`config.mk`:
```
export PLATFORM = sky130hd
export DESIGN_NAME = greedy_tour_edge_selector
export DESIGN_NICKNAME = d
export VERILOG_FILES = /design/src/design/gtes_pkg.sv /design/src/design/gtes_parent_ram.sv /design/src/design/gtes_degree_ram.sv /design/src/design/gtes_seq.sv /design/src/design/greedy_tour_edge_selector.sv
export SDC_FILE = /design/constraint.sdc
export NUM_CORES = 1
export LEC_CHECK = 0
export BUFFER_PORTS_ARGS = -buffer_cell sky130_fd_sc_hd__buf_2
export CAP_MARGIN = 20
export CORE_MARGIN = 2
export CORE_UTILIZATION = 60
export CTS_CLUSTER_DIAMETER = 80
export CTS_CLUSTER_SIZE = 12
export DETAILED_ROUTE_END_ITERATION = 10
export GPL_ROUTABILITY_DRIVEN = 0
export GPL_TIMING_DRIVEN = 1
export PLACE_DENSITY_LB_ADDON = 0.05
export SETUP_SLACK_MARGIN = 0.3
export SLEW_MARGIN = 10
export SYNTH_ARGS = -nofsm -noshare
export SYNTH_HDL_FRONTEND = slang
export SYNTH_HIERARCHICAL = 1
export SYNTH_SLANG_ARGS = --single-unit
```
`constraint.sdc`:
```
create_clock -name clk -period 6.7 [get_ports clk]
set_input_delay 0.335 -clock clk [delete_from_list [all_inputs] [get_ports clk]]
set_output_delay 0.335 -clock clk [all_outputs]
set_load 0.01 [all_outputs]
```
`src/design/gtes_pkg.sv`:
```
// ----------------------------------------------------------------------------
// gtes_pkg: shared types and constants for the greedy tour edge selector
// Word layouts, sequencer states, memory command struct, degree helper.
// ----------------------------------------------------------------------------
package gtes_pkg;

    localparam int CITY_W       = 5;
    localparam int LEN_W        = 32;
    localparam int CFG_W        = 6;
    localparam int DEG_W        = 2;
    localparam int IN_TDATA_W   = 48;
    localparam int OUT_TDATA_W  = 56;
    localparam int OUT_FIELDS_W = 1 + CITY_W + 1 + 1 + CITY_W + CITY_W + LEN_W;
    localparam int OUT_PAD_W    = OUT_TDATA_W - OUT_FIELDS_W;
    localparam int IN_PAD_W     = IN_TDATA_W - (2 * CITY_W + LEN_W);

    localparam int DEF_MAX_CITIES = 32;
    localparam int MIN_CITIES     = 3;

    localparam logic [CFG_W-1:0] NUM_CITIES_RST = 6'd32;
    localparam logic [DEG_W-1:0] DEG_FULL       = 2'd2;
    localparam logic [DEG_W-1:0] DEG_SAT        = 2'd3;

    typedef enum logic [2:0] {
        ST_IDLE,
        ST_CHECK,
        ST_WALK_A,
        ST_WALK_B,
        ST_DECIDE,
        ST_UPD_B,
        ST_FINISH
    } state_t;

    typedef struct packed {
        logic              new_problem;
        logic [CITY_W-1:0] edge_from;
        logic [CITY_W-1:0] edge_to;
        logic [LEN_W-1:0]  edge_length;
    } edge_t;

    typedef struct packed {
        logic              accepted;
        logic [CITY_W-1:0] tour_slot;
        logic              closing_edge;
        logic              tour_complete;
        logic [CITY_W-1:0] out_from;
        logic [CITY_W-1:0] out_to;
        logic [LEN_W-1:0]  out_length;
    } result_t;

    typedef struct packed {
        logic wr_en;
        logic clear;
    } mem_cmd_t;

    typedef struct packed {
        logic idle;
        logic done;
    } seq_stat_t;

    // add one (or two for a self loop) to a degree, saturating
    function automatic logic [DEG_W-1:0] deg_bump(input logic [DEG_W-1:0] d,
                                                  input logic twice);
        logic [DEG_W:0] s;
        s = {1'b0, d} + (twice ? 3'd2 : 3'd1);
        return (s > {1'b0, DEG_SAT}) ? DEG_SAT : s[DEG_W-1:0];
    endfunction

endpackage

```
`src/design/gtes_parent_ram.sv`:
```
// ----------------------------------------------------------------------------
// gtes_parent_ram: union-find parent memory
// One write and one registered read port; an unwritten entry reads as its
// own index (each city its own root). Clear drops all valid bits at once.
// ----------------------------------------------------------------------------
module gtes_parent_ram
    import gtes_pkg::*;
#(
    parameter int MAX_CITIES = DEF_MAX_CITIES,
    localparam int IW        = $clog2(MAX_CITIES)
)
(
    input  logic          clk,
    input  logic          rst_n,
    input  mem_cmd_t      cmd,
    input  logic [IW-1:0] wr_addr,
    input  logic [IW-1:0] wr_data,
    input  logic [IW-1:0] rd_addr,
    output logic [IW-1:0] rd_data
);

    logic [IW-1:0]         mem [MAX_CITIES];
    logic [MAX_CITIES-1:0] valid_reg;
    logic [IW-1:0]         rdata_reg;

    always_ff @(posedge clk or negedge rst_n)
    begin
        if (!rst_n)
        begin
            valid_reg <= '0;
        end
        else if (cmd.clear)
        begin
            valid_reg <= '0;
        end
        else if (cmd.wr_en)
        begin
            valid_reg[wr_addr] <= 1'b1;
        end
    end

    always_ff @(posedge clk)
    begin
        if (cmd.wr_en)
        begin
            mem[wr_addr] <= wr_data;
        end
        rdata_reg <= valid_reg[rd_addr] ? mem[rd_addr] : rd_addr;
    end

    assign rd_data = rdata_reg;

endmodule

```
`src/design/gtes_degree_ram.sv`:
```
// ----------------------------------------------------------------------------
// gtes_degree_ram: per-city tour degree memory
// One write and one registered read port; an unwritten entry reads as zero.
// ----------------------------------------------------------------------------
module gtes_degree_ram
    import gtes_pkg::*;
#(
    parameter int MAX_CITIES = DEF_MAX_CITIES,
    localparam int IW        = $clog2(MAX_CITIES)
)
(
    input  logic             clk,
    input  logic             rst_n,
    input  mem_cmd_t         cmd,
    input  logic [IW-1:0]    wr_addr,
    input  logic [DEG_W-1:0] wr_data,
    input  logic [IW-1:0]    rd_addr,
    output logic [DEG_W-1:0] rd_data
);

    logic [DEG_W-1:0]      mem [MAX_CITIES];
    logic [MAX_CITIES-1:0] valid_reg;
    logic [DEG_W-1:0]      rdata_reg;

    always_ff @(posedge clk or negedge rst_n)
    begin
        if (!rst_n)
        begin
            valid_reg <= '0;
        end
        else if (cmd.clear)
        begin
            valid_reg <= '0;
        end
        else if (cmd.wr_en)
        begin
            valid_reg[wr_addr] <= 1'b1;
        end
    end

    always_ff @(posedge clk)
    begin
        if (cmd.wr_en)
        begin
            mem[wr_addr] <= wr_data;
        end
        rdata_reg <= valid_reg[rd_addr] ? mem[rd_addr] : '0;
    end

    assign rd_data = rdata_reg;

endmodule

```
`src/design/gtes_seq.sv`:
```
// ----------------------------------------------------------------------------
// gtes_seq: edge sequencer
// Walks both endpoints to their roots one parent read per cycle, then
// decides acceptance and writes back degrees and the root link.
// ----------------------------------------------------------------------------
module gtes_seq
    import gtes_pkg::*;
#(
    parameter int MAX_CITIES = DEF_MAX_CITIES,
    localparam int IW        = $clog2(MAX_CITIES),
    localparam int SW        = $clog2(MAX_CITIES),
    localparam int CNT_W     = $clog2(MAX_CITIES + 1),
    localparam int NW        = (CNT_W > CFG_W) ? CNT_W : CFG_W
)
(
    input  logic             clk,
    input  logic             rst_n,
    input  logic [CFG_W-1:0] num_cities,
    input  logic             in_valid,
    output logic             in_ready,
    input  edge_t            in_edge,
    output logic             res_valid,
    input  logic             res_ready,
    output result_t          res,
    output seq_stat_t        stat,
    output mem_cmd_t         p_cmd,
    output logic [IW-1:0]    p_wr_addr,
    output logic [IW-1:0]    p_wr_data,
    output logic [IW-1:0]    p_rd_addr,
    input  logic [IW-1:0]    p_rd_data,
    output mem_cmd_t         d_cmd,
    output logic [IW-1:0]    d_wr_addr,
    output logic [DEG_W-1:0] d_wr_data,
    output logic [IW-1:0]    d_rd_addr,
    input  logic [DEG_W-1:0] d_rd_data
);

    state_t            state_reg,   state_next;
    logic [NW-1:0]     taken_reg,   taken_next;
    logic              done_reg,    done_next;
    logic [CITY_W-1:0] a_reg,       a_next;
    logic [CITY_W-1:0] b_reg,       b_next;
    logic [LEN_W-1:0]  len_reg,     len_next;
    logic [IW-1:0]     cur_reg,     cur_next;
    logic [SW-1:0]     steps_reg,   steps_next;
    logic [IW-1:0]     ra_reg,      ra_next;
    logic [IW-1:0]     rb_reg,      rb_next;
    logic [DEG_W-1:0]  deg_a_reg,   deg_a_next;
    logic [DEG_W-1:0]  deg_b_reg,   deg_b_next;
    logic              acc_reg,     acc_next;
    logic              closing_reg, closing_next;
    logic [CITY_W-1:0] slot_reg,    slot_next;

    logic [NW-1:0] cfg_ext;
    logic [NW-1:0] n_eff;
    logic [NW-1:0] n_minus_1;
    logic          in_range;
    logic          root_found;
    logic          free_deg;
    logic          below;
    logic          take;
    logic [IW-1:0] a_idx;
    logic [IW-1:0] b_idx;

    assign cfg_ext   = NW'(num_cities);
    assign n_eff     = (cfg_ext < NW'(MIN_CITIES)) ? NW'(MIN_CITIES) :
                       (cfg_ext > NW'(MAX_CITIES)) ? NW'(MAX_CITIES) : cfg_ext;
    assign n_minus_1 = n_eff - NW'(1);
    assign in_range  = (NW'(a_reg) < n_eff) && (NW'(b_reg) < n_eff);
    assign a_idx     = IW'(a_reg);
    assign b_idx     = IW'(b_reg);

    // walk ends on a self-parent or after the step bound
    assign root_found = (p_rd_data == cur_reg) || (steps_reg == SW'(MAX_CITIES - 1));

    assign free_deg = (deg_a_reg < DEG_FULL) && (deg_b_reg < DEG_FULL);
    assign below    = taken_reg < n_minus_1;
    assign take     = free_deg && (below ? (ra_reg != rb_reg) : (ra_reg == rb_reg));

    always_comb
    begin
        state_next   = state_reg;
        taken_next   = taken_reg;
        done_next    = done_reg;
        a_next       = a_reg;
        b_next       = b_reg;
        len_next     = len_reg;
        cur_next     = cur_reg;
        steps_next   = steps_reg;
        ra_next      = ra_reg;
        rb_next      = rb_reg;
        deg_a_next   = deg_a_reg;
        deg_b_next   = deg_b_reg;
        acc_next     = acc_reg;
        closing_next = closing_reg;
        slot_next    = slot_reg;
        in_ready     = 1'b0;
        res_valid    = 1'b0;
        p_cmd        = '0;
        d_cmd        = '0;
        p_wr_addr    = rb_reg;
        p_wr_data    = ra_reg;
        p_rd_addr    = cur_reg;
        d_wr_addr    = a_idx;
        d_wr_data    = deg_bump(deg_a_reg, a_reg == b_reg);
        d_rd_addr    = a_idx;

        unique case (state_reg)
            ST_IDLE:
            begin
                in_ready = 1'b1;
                if (in_valid)
                begin
                    a_next   = in_edge.edge_from;
                    b_next   = in_edge.edge_to;
                    len_next = in_edge.edge_length;
                    if (in_edge.new_problem)
                    begin
                        p_cmd.clear = 1'b1;
                        d_cmd.clear = 1'b1;
                        taken_next  = '0;
                        done_next   = 1'b0;
                    end
                    state_next = ST_CHECK;
                end
            end
            ST_CHECK:
            begin
                acc_next     = 1'b0;
                closing_next = 1'b0;
                slot_next    = '0;
                if (done_reg || !in_range)
                begin
                    state_next = ST_FINISH;
                end
                else
                begin
                    cur_next   = a_idx;
                    steps_next = '0;
                    p_rd_addr  = a_idx;
                    d_rd_addr  = a_idx;
                    state_next = ST_WALK_A;
                end
            end
            ST_WALK_A:
            begin
                if (root_found)
                begin
                    ra_next    = p_rd_data;
                    deg_a_next = d_rd_data;
                    cur_next   = b_idx;
                    steps_next = '0;
                    p_rd_addr  = b_idx;
                    d_rd_addr  = b_idx;
                    state_next = ST_WALK_B;
                end
                else
                begin
                    cur_next   = p_rd_data;
                    steps_next = steps_reg + SW'(1);
                    p_rd_addr  = p_rd_data;
                end
            end
            ST_WALK_B:
            begin
                d_rd_addr = b_idx;
                if (root_found)
                begin
                    rb_next    = p_rd_data;
                    deg_b_next = d_rd_data;
                    state_next = ST_DECIDE;
                end
                else
                begin
                    cur_next   = p_rd_data;
                    steps_next = steps_reg + SW'(1);
                    p_rd_addr  = p_rd_data;
                end
            end
            ST_DECIDE:
            begin
                if (take)
                begin
                    acc_next     = 1'b1;
                    closing_next = !below;
                    d_cmd.wr_en  = 1'b1;
                    if (below)
                    begin
                        slot_next   = taken_reg[CITY_W-1:0];
                        taken_next  = taken_reg + NW'(1);
                        p_cmd.wr_en = 1'b1;
                    end
                    else
                    begin
                        slot_next = n_minus_1[CITY_W-1:0];
                        done_next = 1'b1;
                    end
                    state_next = (a_reg != b_reg) ? ST_UPD_B : ST_FINISH;
                end
                else
                begin
                    state_next = ST_FINISH;
                end
            end
            ST_UPD_B:
            begin
                d_cmd.wr_en = 1'b1;
                d_wr_addr   = b_idx;
                d_wr_data   = deg_bump(deg_b_reg, 1'b0);
                state_next  = ST_FINISH;
            end
            ST_FINISH:
            begin
                res_valid = res_ready;
                if (res_ready)
                begin
                    state_next = ST_IDLE;
                end
            end
            default:
            begin
                state_next = ST_IDLE;
            end
        endcase
    end

    always_ff @(posedge clk or negedge rst_n)
    begin
        if (!rst_n)
        begin
            state_reg <= ST_IDLE;
            taken_reg <= '0;
            done_reg  <= 1'b0;
        end
        else
        begin
            state_reg <= state_next;
            taken_reg <= taken_next;
            done_reg  <= done_next;
        end
    end

    always_ff @(posedge clk)
    begin
        a_reg       <= a_next;
        b_reg       <= b_next;
        len_reg     <= len_next;
        cur_reg     <= cur_next;
        steps_reg   <= steps_next;
        ra_reg      <= ra_next;
        rb_reg      <= rb_next;
        deg_a_reg   <= deg_a_next;
        deg_b_reg   <= deg_b_next;
        acc_reg     <= acc_next;
        closing_reg <= closing_next;
        slot_reg    <= slot_next;
    end

    assign res.accepted      = acc_reg;
    assign res.tour_slot     = slot_reg;
    assign res.closing_edge  = closing_reg;
    assign res.tour_complete = done_reg;
    assign res.out_from      = a_reg;
    assign res.out_to        = b_reg;
    assign res.out_length    = len_reg;

    assign stat.idle = (state_reg == ST_IDLE);
    assign stat.done = done_reg;

endmodule

```
`src/design/greedy_tour_edge_selector.sv`:
```
// ----------------------------------------------------------------------------
// greedy_tour_edge_selector: greedy-edge tour builder
// Takes edges sorted by length and says which ones join the tour.
// ----------------------------------------------------------------------------
// Usage:
//   s_axis carries one edge per word; s_axis_tuser[0] = new_problem clears the
//   forest, degrees, taken count and done flag before that edge is handled.
//   m_axis returns one result word per edge, in order.
//   cfg_valid/cfg_data writes num_cities (clamped to 3..MAX_CITIES in use);
//   cfg_ready is always high. Write it only while the block is idle.
// Sequence:
//   Each edge passes CHECK, WALK_A, WALK_B, DECIDE, then UPD_B (only for an
//   accepted edge with distinct endpoints) and FINISH; the root walks take
//   1..MAX_CITIES steps each, as the parent memory's single read port is
//   visited once per step. Rejected out-of-range or post-completion edges
//   go from CHECK straight to FINISH. s_axis_tready is high only while the
//   sequencer is idle.
// Reset / stall:
//   Reset puts every city in its own tree with degree zero, num_cities to 32.
//   The result sits in an output register; a new edge may be taken while it
//   waits, but that edge's result holds until m_axis_tready frees the slot.
// ----------------------------------------------------------------------------
module greedy_tour_edge_selector
    import gtes_pkg::*;
#(
    parameter int MAX_CITIES = DEF_MAX_CITIES
)
(
    input  logic                   clk,
    input  logic                   rst_n,
    input  logic                   cfg_valid,
    output logic                   cfg_ready,
    input  logic [CFG_W-1:0]       cfg_data,       // num_cities
    input  logic                   s_axis_tvalid,
    output logic                   s_axis_tready,
    input  logic [IN_TDATA_W-1:0]  s_axis_tdata,   // edge_from, edge_to, edge_length, pad
    input  logic [0:0]             s_axis_tuser,   // new_problem
    output logic                   m_axis_tvalid,
    input  logic                   m_axis_tready,
    output logic [OUT_TDATA_W-1:0] m_axis_tdata    // accepted, tour_slot, closing_edge,
                                                   // tour_complete, out_from, out_to,
                                                   // out_length, pad
);

    localparam int IW = $clog2(MAX_CITIES);

    logic [CFG_W-1:0] num_cities_reg;
    logic             out_valid_reg;
    result_t          out_word_reg;

    edge_t            in_edge;
    result_t          res;
    logic             res_valid;
    logic             res_ready;
    seq_stat_t        stat;
    mem_cmd_t         p_cmd;
    logic [IW-1:0]    p_wr_addr;
    logic [IW-1:0]    p_wr_data;
    logic [IW-1:0]    p_rd_addr;
    logic [IW-1:0]    p_rd_data;
    mem_cmd_t         d_cmd;
    logic [IW-1:0]    d_wr_addr;
    logic [DEG_W-1:0] d_wr_data;
    logic [IW-1:0]    d_rd_addr;
    logic [DEG_W-1:0] d_rd_data;
    logic             seq_in_ready;

    assign cfg_ready = 1'b1;

    always_ff @(posedge clk or negedge rst_n)
    begin
        if (!rst_n)
        begin
            num_cities_reg <= NUM_CITIES_RST;
        end
        else if (cfg_valid)
        begin
            num_cities_reg <= cfg_data;
        end
    end

    assign in_edge.new_problem = s_axis_tuser[0];
    assign in_edge.edge_from   = s_axis_tdata[CITY_W-1:0];
    assign in_edge.edge_to     = s_axis_tdata[2*CITY_W-1:CITY_W];
    assign in_edge.edge_length = s_axis_tdata[2*CITY_W+LEN_W-1:2*CITY_W];

    gtes_parent_ram #(
        .MAX_CITIES (MAX_CITIES)
    ) u_parent (
        .clk     (clk),
        .rst_n   (rst_n),
        .cmd     (p_cmd),
        .wr_addr (p_wr_addr),
        .wr_data (p_wr_data),
        .rd_addr (p_rd_addr),
        .rd_data (p_rd_data)
    );

    gtes_degree_ram #(
        .MAX_CITIES (MAX_CITIES)
    ) u_degree (
        .clk     (clk),
        .rst_n   (rst_n),
        .cmd     (d_cmd),
        .wr_addr (d_wr_addr),
        .wr_data (d_wr_data),
        .rd_addr (d_rd_addr),
        .rd_data (d_rd_data)
    );

    gtes_seq #(
        .MAX_CITIES (MAX_CITIES)
    ) u_seq (
        .clk        (clk),
        .rst_n      (rst_n),
        .num_cities (num_cities_reg),
        .in_valid   (s_axis_tvalid),
        .in_ready   (seq_in_ready),
        .in_edge    (in_edge),
        .res_valid  (res_valid),
        .res_ready  (res_ready),
        .res        (res),
        .stat       (stat),
        .p_cmd      (p_cmd),
        .p_wr_addr  (p_wr_addr),
        .p_wr_data  (p_wr_data),
        .p_rd_addr  (p_rd_addr),
        .p_rd_data  (p_rd_data),
        .d_cmd      (d_cmd),
        .d_wr_addr  (d_wr_addr),
        .d_wr_data  (d_wr_data),
        .d_rd_addr  (d_rd_addr),
        .d_rd_data  (d_rd_data)
    );

    assign s_axis_tready = seq_in_ready;

    // output slot is free when empty or being drained this cycle
    assign res_ready = !out_valid_reg || m_axis_tready;

    always_ff @(posedge clk or negedge rst_n)
    begin
        if (!rst_n)
        begin
            out_valid_reg <= 1'b0;
        end
        else if (res_valid)
        begin
            out_valid_reg <= 1'b1;
        end
        else if (m_axis_tready)
        begin
            out_valid_reg <= 1'b0;
        end
    end

    always_ff @(posedge clk)
    begin
        if (res_valid)
        begin
            out_word_reg <= res;
        end
    end

    assign m_axis_tvalid = out_valid_reg;
    assign m_axis_tdata  = {{OUT_PAD_W{1'b0}},
                            out_word_reg.out_length,
                            out_word_reg.out_to,
                            out_word_reg.out_from,
                            out_word_reg.tour_complete,
                            out_word_reg.closing_edge,
                            out_word_reg.tour_slot,
                            out_word_reg.accepted};

    // every return to idle hands exactly one result to the output register
    a_idle_after_result: assert property (@(posedge clk) disable iff (!rst_n)
        $rose(stat.idle) |-> $past(res_valid))
        else $error("sequencer went idle without delivering a result");

    // done flag only drops on an accepted new_problem word
    a_done_sticky: assert property (@(posedge clk) disable iff (!rst_n)
        (stat.done && !(s_axis_tvalid && s_axis_tready && s_axis_tuser[0]))
        |=> stat.done)
        else $error("tour done flag dropped without a new problem");

    // a closing edge is always an accepted edge that completes the tour
    a_closing_consistent: assert property (@(posedge clk) disable iff (!rst_n)
        (m_axis_tvalid && out_word_reg.closing_edge)
        |-> (out_word_reg.accepted && out_word_reg.tour_complete))
        else $error("closing edge word without accept or completion");

endmodule

```
==> results_dict.tcl, run 1 <==
set metrics [dict create \
    fillers 2030 \
    drtPass1Iterations 5 \
    clock-sinks 435 \
    worst_hold_path_type "primary input to flop" \
    crit_chain "nor3_1 > o21ai_0 > ha_1 > o21ai_0 > nand2b_1 > a32o_1 > nor4_1 > a221o_2 > buf_4 > mux4_2 > mux4_2 > nor3b_1 > or2_2" \
    avgViaCountPerCell 5.99 \
    largest_register_ffs 160 \
    post_route_design_area_um2 20600 \
    timing.fmax_ghz 0.185 \
    synth_area_um2 18000 \
    floorplan.initialDensity_pct 60.9 \
    drt-initial-drc-count 979 \
    post-cts-setup-buffers 0 \
    setup.worst_path.start_class "flop" \
    critical_path_required_ps 7110 \
    clk_pin_slew_ps 60 \
    period_share_pct 80.7 \
    result_of_the_run "finished, final reports clean" \
    worst_path_largest_cell_delay_ps 850 \
    grt_max_degree 65 \
    synth.yosys.warnings 6 \
    placement_rows 63 \
    p_int_uw 5740 \
    fin_setup_tns_ps 0 \
    clock_insertion_delay_worst_skew_ps 530 \
    post-route-min-period_ps 5400 \
    antenna_cells 0 \
    die_h_um 177 \
    critPathArrivalTime_ps 5810 \
    grt_pass1_wl_mm 57.4 \
    placement.io_buffers 105 \
    worst-path-max-fanout 23 \
    final-hold-violation-count 0 \
    cap_violations 0 \
    power.switching_uw 2800 \
    ff2ff_setup_slack_ps 1300 \
    synth_cells 1142 \
    worstSetupEndpointType "flop" \
    post-route-util_pct 69.7 \
    layout-area-overhead-vs-synth_pct 14.5 \
    slowest_cell_on_the_critical_path "nor4_1" \
    antenna_violating_nets_post_route 0 \
    final_layout_size_suffix_gt1_share_pct 19.6 \
    clock_path_buffers 3 \
    r2r_start "num_cities_reg[3]" \
    cts.htree.levels 2 \
    totalPowerFinal_uw 8540 \
    power_per_cell_area_nw_per_um2 414 \
    vdd_drop_max_mv 0.224 \
    groute.usage.overall_pct 24.2 \
    rr_endpoint "u_parent/rd_data[4]" \
    post_synth.cell_area_avg_um2 15.8 \
    global_route.overflow_total 0 \
    post_dp_cell_area_um2 18900 \
    endpoint "u_parent/rd_data[4]" \
    wl_per_cell_um 21.6 \
    swShare_pct 32.8 \
    floorplan.io_pins 119 \
    detail_route.drc_violations 0 \
    setup.worst_path.start "num_cities_reg[3]" \
    worstRegToRegCells 13 \
    finalNetCount 1383 \
    slew_headroom_pct 32.8 \
    antenna_violations_before_repair 0 \
    via_count 10333 \
    core_region_area_um2 29600 \
    pwr-share-clk_pct 25.0 \
    die_w_um 177 \
    max_slew.worst_pin.slew_ps 999 \
    p_leak_uw 0.00759 \
    final-setup-viol-count 0 \
    clock-root-buffer "clkbuf_16" \
    combinationalPowerShare_pct 34.9 \
    tritoncts_clock_tree "yes" \
    dp_hpwl_mm 23.8 \
    regMostFlops "u_parent/mem" \
    worst_clock_skew_ps 19.5 \
    slew_viol_final 0 \
    seq_power_share_pct 40.1 \
    drt-total-wl_mm 37.4 \
    vias_in_the_first_global_route 10084 \
    tritoncts.num_buffers 42 \
    criticalPathCategory "flop to flop" \
    rsz0062_at_grt "false" \
    fp.dieArea_um2 31400 \
]
[through the flow]
| stage | setup slack, ps | cells | hold slack, ps |
|---|---|---|---|
| floorplan | 1960 | 1147 | 39.4 |
| global placement | 1400 | 1603 | 275 |
| detailed placement | 1370 | 1603 | 275 |
| CTS | 1330 | 1719 | 1.44 |
| global route | 997 | 1726 | 23.9 |
| finish | 1300 | 1726 | 42.8 |
[routing by layer]
metal	share of wire, %	up-vias	global-route usage (%)
met5	0	-	0
met4	2.5	0	7.75
met3	7.3	78	4.10
met2	46	414	37.7
met1	44	5136	35.2
li1	-	4705	-
[layout make-up]
class | instances | area [um2] | share of cell area, %
multi-input cells | 637 | 5100 | 24.7
clock inverters | 3 | 22.5 | 0.109
clock buffers | 73 | 1190 | 5.77
well taps | 390 | 488 | 2.37
inverters | 20 | 75.1 | 0.364
repair buffers | 168 | 1200 | 5.84
flip-flops and latches | 435 | 12500 | 60.8
[power by group through the flow]
stage | Clock, uW | Sequential [uW] | Combinational [uW]
after floorplan | 0 | 3450 | 2180
after detailed placement | 0 | 3510 | 2890
after global placement | 0 | 3500 | 2860
after CTS | 2180 | 3450 | 2920
final | 2140 | 3420 | 2980
after global routing | 2280 | 3440 | 3240
[how the worst min path moves through the flow]
| stage | slack, ps | cells after the start | start | end |
|---|---|---|---|---|
| floorplan | 40 | 0 | rst_n | m_axis_tvalid |
| global placement | 280 | 1 | rst_n | u_parent/valid_reg[2] |
| CTS | 1 | 1 | s_axis_tdata[13] | u_seq/len_reg[3] |
| detailed placement | 270 | 1 | rst_n | u_parent/valid_reg[1] |
| finish | 40 | 1 | s_axis_tdata[0] | u_seq/a_idx[0] |
| global route | 20 | 1 | s_axis_tdata[0] | u_seq/a_idx[0] |
[critical path: cells and delay by family (launching register included)]
family	cells	cell delay [ps]
fa+ha+maj	1	330
buf+inv	1	340
flops	1	430
simple gates	5	1870
compound gates	4	1510
mux	2	800
[cell usage in the layout (no fill, tap or decap), types with 7 or more instances in the layout]
cell             n
nand2_1         13
dfrtp_1         80
nand3b_1        11
ha_1            18
o211ai_1         9
mux4_2          42
mux4_1          13
buf_4           15
nand2b_1         8
edfxtp_1       342
inv_1           18
mux2_4           8
nand3_1         14
a221oi_1        14
clkbuf_16       44
or3b_2           7
a221o_1         10
mux2i_1         58
conb_1           8
nor3_1          12
mux2_2          13
dfxtp_1         12
nor2_1         220
xor2_1           9
a31oi_1          8
xnor2_1         12
clkbuf_1        30
a211oi_1        19
o21ai_0         12
dlygate4sd3_1   41
a21oi_1         15
buf_2          104
and2_1           7
[repair_timing]
| item | 4_1_cts | 5_1_grt |
|---|---|---|
| hold buffers | 40 | 1 |
| hold endpoints to repair | 63 | 1 |
| resized for setup | 0 | 0 |
No activity file was read; power rests on OpenSTA's default activity.
==> inputs of run 2 (changes only) <==
--- a/config.mk
+++ b/config.mk
@@ -8,7 +8,7 @@
 export BUFFER_PORTS_ARGS = -buffer_cell sky130_fd_sc_hd__buf_2
 export CAP_MARGIN = 20
 export CORE_MARGIN = 2
-export CORE_UTILIZATION = 60
+export CORE_UTILIZATION = 54
 export CTS_CLUSTER_DIAMETER = 80
 export CTS_CLUSTER_SIZE = 12
 export DETAILED_ROUTE_END_ITERATION = 10
==> constraint.sdc (replaced) <==
create_clock -name clk -period 4.75 [get_ports clk]
set_input_delay 0.2375 -clock clk [delete_from_list [all_inputs] [get_ports clk]]
set_output_delay 0.2375 -clock clk [all_outputs]
set_load 0.01 [all_outputs]
==> run 2 against run 1 <==
Effect of this change: sequential cell count stayed put; count of clock-buffer cells in the layout is 1 lower; cell area is 2.4% higher; power is 43% higher; die area is 11% higher; largest cell class unchanged; highest routed layer unchanged.
==> results_dict.tcl, run 2 (synthesized netlist as in run 1, its figures left out) <==
set metrics [dict create \
    slew_viol_final 0 \
    p_int_uw 8190 \
    crit_chain "nor3_1 > o21ai_0 > buf_4 > ha_1 > o2111a_1 > and3_1 > nor4_4 > buf_4 > a221o_1 > buf_4 > buf_4 > inv_1 > o211ai_1 > a31oi_1 > a311oi_1 > a31oi_1" \
    pwr-share-clk_pct 24.7 \
    worst_hold_path.num_cells 3 \
    p_leak_uw 0.00785 \
    critPathArrivalTime_ps 4720 \
    fillers 2445 \
    min_from "m_axis_tready" \
    combinationalPowerShare_pct 36.2 \
    placement.io_buffers 105 \
    grt_pass1_wl_mm 60.1 \
    post-route-min-period_ps 4310 \
    setup.worst_path.start_class "flop" \
    clock_insertion_delay_worst_skew_ps 550 \
    avgViaCountPerCell 5.75 \
    final_layout_size_suffix_gt1_share_pct 23.0 \
    criticalPathCategory "flop to flop" \
    die_h_um 187 \
    drtPass1Iterations 5 \
    place_ws_ps 282 \
    global_route.overflow_total 0 \
    die_w_um 187 \
    floorplan.io_pins 119 \
    fp.dieArea_um2 34800 \
    worst_clock_skew_ps 15.1 \
    max_slew.worst_pin.slew_ps 1080 \
    critical_path_required_ps 5160 \
    power.switching_uw 4060 \
    antenna_violating_nets_post_route 0 \
    worstRegToRegCells 16 \
    floorplan.initialDensity_pct 55.1 \
    ff2ff_setup_slack_ps 440 \
    final-hold-violation-count 0 \
    final.setup.worst_slack_ps 440 \
    via_count 10544 \
    post_dp_cell_area_um2 19300 \
    largest_register_ffs 160 \
    final-setup-viol-count 0 \
    clock-sinks 435 \
    result_of_the_run "finished, final reports clean" \
    post_layout_nonfiller_instances 1833 \
    cap_violations 0 \
    drt-initial-drc-count 896 \
    fin_setup_tns_ps 0 \
    post-place-cells 1702 \
    wl_per_cell_um 21.4 \
    slowest_cell_on_the_critical_path "dfrtp_1" \
    core_region_area_um2 32700 \
    placement_rows 66 \
    tritoncts_clock_tree "yes" \
    groute.usage.overall_pct 22.4 \
    worstHoldEndpoint "m_axis_tvalid" \
    post_route_design_area_um2 21100 \
    hold-worst-slack_ps 101 \
    layout-area-overhead-vs-synth_pct 17.2 \
    drt-total-wl_mm 39.3 \
    finalNetCount 1439 \
    power_per_cell_area_nw_per_um2 581 \
    worstSetupEndpointType "flop" \
    r2r_start "num_cities_reg[3]" \
    rsz0062_at_grt "true" \
    seq_power_share_pct 39.1 \
    antenna_violations_before_repair 0 \
    clock_path_buffers 3 \
    timing.fmax_ghz 0.232 \
    grt_max_degree 47 \
    tritoncts.num_buffers 42 \
    layout_commonest_cell "edfxtp_1" \
    rr_endpoint "u_parent/rd_data[2]" \
    vias_in_the_first_global_route 10617 \
    period_share_pct 90.7 \
    slew_headroom_pct 28.0 \
    cts.htree.levels 2 \
    commonest_cells_after_routing_fill_and_taps_aside "edfxtp_1 (342), nor2_1 (214), buf_2 (105), dfrtp_1 (80), buf_4 (66)" \
    swShare_pct 33.1 \
    clock-root-buffer "clkbuf_16" \
    worst_hold_path_type "primary input to flop" \
    crit_top_cell "buf_4" \
    antenna_cells 0 \
    vdd_drop_max_mv 0.307 \
    clk_pin_slew_ps 60 \
    dp_hpwl_mm 24.7 \
    regMostFlops "u_parent/mem" \
    worst-path-max-fanout 18 \
    detail_route.drc_violations 0 \
    worst_path_largest_cell_delay_ps 440 \
]
## run 2: cell types whose count changed in the layout (fill, tap and decap cells not counted), sizes merged
| cell | before | now |
|---|---|---|
| clkbuf | 75 | 72 |
| dlygate4sd3 | 41 | 49 |
| buf | 125 | 174 |
| a221o | 12 | 13 |
## run 2: critical path: cells and delay by family, from the launching register on
family	cells	cell delay [ps]
adder cells (fa/ha/maj)	1	260
AO/OA/AOI/OAI	7	1640
AND/OR/NAND/NOR	3	770
buffers and inverters	5	1070
flip-flops	1	440
## run 2: worst max path at each step
stage | startpoint | end | slack (ps) | cells after the start
after global placement | num_cities_reg[5] | u_parent/rd_data[0] | 320 | 13
after global routing | num_cities_reg[3] | u_parent/mem[12][4] | 250 | 11
after detailed placement | num_cities_reg[5] | u_parent/rd_data[3] | 280 | 13
final | num_cities_reg[3] | u_parent/rd_data[2] | 440 | 16
after CTS | num_cities_reg[5] | u_parent/rd_data[0] | 380 | 13
after floorplan | num_cities_reg[3] | u_parent/rd_data[0] | 440 | 14
## run 2: timing repair
item	4_1_cts	5_1_grt
setup endpoints to repair	4	57
pin swaps	1	2
gates cloned	0	1
setup buffers	0	5
hold endpoints to repair	85	0
gates resized for setup	1	10
hold buffers	49	0
## run 2: final cells by class
cell class              instances  area [um2]  area share (%)
flip-flops and latches        435       12500            59.4
well taps                     442         553            2.62
inverters                      20        75.1           0.356
repair buffers                223        1570            7.45
clock inverters                 3        22.5           0.107
multi-input cells             638        5160            24.5
clock buffers                  72        1180            5.61
## run 2: metrics by stage
step	utilization (%)	power, uW
global route	64.5	12800
global placement	59.1	9120
CTS	64.3	12200
finish	64.5	12300
floorplan	-	7930
detailed placement	59.1	9170
## run 2: power groups by stage
stage	clock network (uW)	logic, uW	registers [uW]
final	3030	4430	4790
after CTS	3100	4350	4790
after detailed placement	0	4300	4870
after floorplan	0	3070	4860
after global routing	3250	4750	4820
after global placement	0	4260	4860
## run 2: metal layers
metal  global-route usage [%]  routed length (um)  up-vias  part of all wire, %
li1                         -                   -     4829                    -
met1                     31.9               17400     5301                   44
met2                     36.2               18700      345                   48
met3                     3.72                2280       69                  5.8
met4                     6.23                 906        0                  2.3
met5                        0                   0        -                    0
==> inputs of run 3 (changes only) <==
--- a/config.mk
+++ b/config.mk
@@ -9,13 +9,13 @@
 export CAP_MARGIN = 20
 export CORE_MARGIN = 2
 export CORE_UTILIZATION = 54
+export CTS_BUF_LIST = sky130_fd_sc_hd__clkbuf_8 sky130_fd_sc_hd__clkbuf_16
 export CTS_CLUSTER_DIAMETER = 80
 export CTS_CLUSTER_SIZE = 12
 export DETAILED_ROUTE_END_ITERATION = 10
 export GPL_ROUTABILITY_DRIVEN = 0
 export GPL_TIMING_DRIVEN = 1
 export PLACE_DENSITY_LB_ADDON = 0.05
-export SETUP_SLACK_MARGIN = 0.3
 export SLEW_MARGIN = 10
 export SYNTH_ARGS = -nofsm -noshare
 export SYNTH_HDL_FRONTEND = slang
==> run 3 against run 2 <==
Effect of this change: sequential cell count unchanged; non-clock buffer count shrank 2; sequential share of layout area increased by 0.13 points; first-iteration DRC count down 11%; final cell count about the same; clock power fell by 3%; wire length shrank 2.6%; power fell by 0.54%; worst hold slack better by 18 ps; combinational power about the same; register-to-register slack got worse by 60 ps; largest power group unchanged.
==> results_dict.tcl, run 3 (synthesized netlist as in run 1, its figures left out) <==
set metrics [dict create \
    clock-root-buffer "clkbuf_16" \
    setup.worst_path.start "num_cities_reg[5]" \
    combinationalPowerShare_pct 36.6 \
    criticalPathCategory "flop to flop" \
    drt-initial-drc-count 794 \
    antenna_violating_nets_post_route 0 \
    worst-path-max-fanout 8 \
    dp_hpwl_mm 24.9 \
    fp.dieArea_um2 34800 \
    crit_family "simple AND/OR/NAND/NOR gates" \
    period_share_pct 92.0 \
    wl_per_cell_um 20.9 \
    core_region_area_um2 32700 \
    layout-area-overhead-vs-synth_pct 17.0 \
    critical_path_buf_inv_count 3 \
    worst_clock_skew_ps 13.6 \
    drt-total-wl_mm 38.2 \
    placement.io_buffers 105 \
    floorplan.initialDensity_pct 55.1 \
    r2r_start "num_cities_reg[5]" \
    p_int_uw 8170 \
    setup.worst_path.start_class "flop" \
    regMostFlops "u_parent/mem" \
    clock_insertion_delay_worst_skew_ps 530 \
    slew_viol_final 0 \
    critical_path_required_ps 4910 \
    grt_max_degree 53 \
    avgViaCountPerCell 5.68 \
    clk_pin_slew_ps 60 \
    place_ws_ps 212 \
    result_of_the_run "finished, final reports clean" \
    crit_chain "inv_1 > buf_4 > o21ai_0 > ha_1 > nand3_1 > xnor2_1 > ha_1 > nand2_1 > o21a_1 > o31a_1 > nand3_1 > inv_1 > or3b_2 > nor2_1" \
    post-route-min-period_ps 4370 \
    tritoncts_clock_tree "yes" \
    detail_route.drc_violations 0 \
    antenna_violations_before_repair 0 \
    worstSetupEndpointType "flop" \
    slew_headroom_pct 28.8 \
    vias_in_the_first_global_route 10583 \
    swShare_pct 33.0 \
    placement_rows 66 \
    via_count 10403 \
    vdd_drop_max_mv 0.372 \
    worst_path_largest_cell_delay_ps 650 \
    worst_hold_path_type "primary input to flop" \
    tritoncts.num_buffers 42 \
    finalNetCount 1436 \
    fin_setup_tns_ps 0 \
    clock_path_buffers 3 \
    p_leak_uw 0.00797 \
    die_w_um 187 \
    die_h_um 187 \
    final-hold-violation-count 0 \
    layout_commonest_cell "edfxtp_1" \
    seq_power_share_pct 39.2 \
    final.setup.worst_slack_ps 378 \
    antenna_cells 0 \
    floorplan.io_pins 119 \
    power.switching_uw 4020 \
    final-setup-viol-count 0 \
    final_layout_size_suffix_gt1_share_pct 22.1 \
    commonest_cells_after_routing_fill_and_taps_aside "edfxtp_1 (342), nor2_1 (220), buf_2 (105), dfrtp_1 (80), buf_4 (62)" \
    timing.fmax_ghz 0.229 \
    largest_register_ffs 160 \
    grt_pass1_wl_mm 60.2 \
    drtPass1Iterations 5 \
    critPathArrivalTime_ps 4530 \
    pwr-share-clk_pct 24.2 \
    clock-sinks 435 \
    power_per_cell_area_nw_per_um2 579 \
    max_slew.worst_pin.slew_ps 1070 \
    cts.htree.levels 2 \
    rsz0062_at_grt "false" \
    global_route.overflow_total 0 \
    min_from "m_axis_tready" \
    groute.usage.overall_pct 22.3 \
    cap_violations 0 \
    slowest_cell_on_the_critical_path "or3b_2" \
]
==> run 3: changes by cell type in the layout (fill, tap and decap cells not counted), sizes merged <==
cell,before,now
inv,20,53
clkbuf,72,43
buf,174,172
clkinv,3,1
a221o,13,12
==> run 3: final timing paths <==
kind | to | cells past startpoint | slack, ps
setup / recovery | u_parent/mem[24][4] | 14 | 380
max in group asynchronous | u_parent/valid_reg[24] | 3 | 3460
setup reg to reg | u_parent/mem[24][4] | 14 | 380
min in group asynchronous | u_degree/valid_reg[2] | 2 | 190
hold reg to reg | m_axis_tdata[5] | 0 | 420
hold / removal | m_axis_tvalid | 3 | 120
==> run 3: repair_timing <==
action,4_1_cts,5_1_grt
hold buffers,49,0
setup buffers,0,0
resized for setup,0,2
setup endpoints to repair,0,5
endpoints found under the hold margin,77,0
==> run 3: routing by layer <==
metal,vias up,part of all wire [%],global-route usage [%]
met5,-,0,0
met4,0,1.8,5.62
met3,51,5.8,4.04
met2,299,47,35.7
met1,5248,45,32.0
li1,4805,-,-
==> run 3: cell type report <==
| class | instances | area [um2] |
|---|---|---|
| Sequential cell | 435 | 12500 |
| Tap cell | 442 | 553 |
| Inverter | 20 | 75.1 |
| Clock inverter | 34 | 140 |
| Clock buffer | 43 | 1080 |
| Fill cell | 2411 | 11600 |
| Multi-Input combinational cell | 637 | 5110 |
| Timing Repair Buffer | 221 | 1570 |
==> run 3: power groups by stage <==
stage	Sequential [uW]	Clock [uW]	Combinational, uW
after floorplan	4870	0	3070
after global placement	4840	0	4360
after detailed placement	4850	0	4410
after CTS	4780	3030	4450
after global routing	4800	3180	4840
final	4780	2950	4460
==> run 3: worst register-to-register path: stages, from the launching register on <==
cell,delay [ps]
dfstp_2,560
inv_1,110
buf_4,180
o21ai_0,110
ha_1,230
nand3_1,90
xnor2_1,240
ha_1,290
nand2_1,70
o21a_1,170
o31a_1,340
nand3_1,260
inv_1,190
or3b_2,650
nor2_1,520
==> run 3: stage by stage <==
step	util (%)	power, uW	hold WS (ps)	cells	area [um2]
floorplan	-	7940	-58.1	1147	18000
global placement	59.1	9200	200	1704	19300
detailed placement	59.2	9260	208	1705	19300
CTS	64.4	12300	99.9	1831	21100
global route	64.4	12800	109	1832	21100
finish	64.4	12200	119	1832	21100
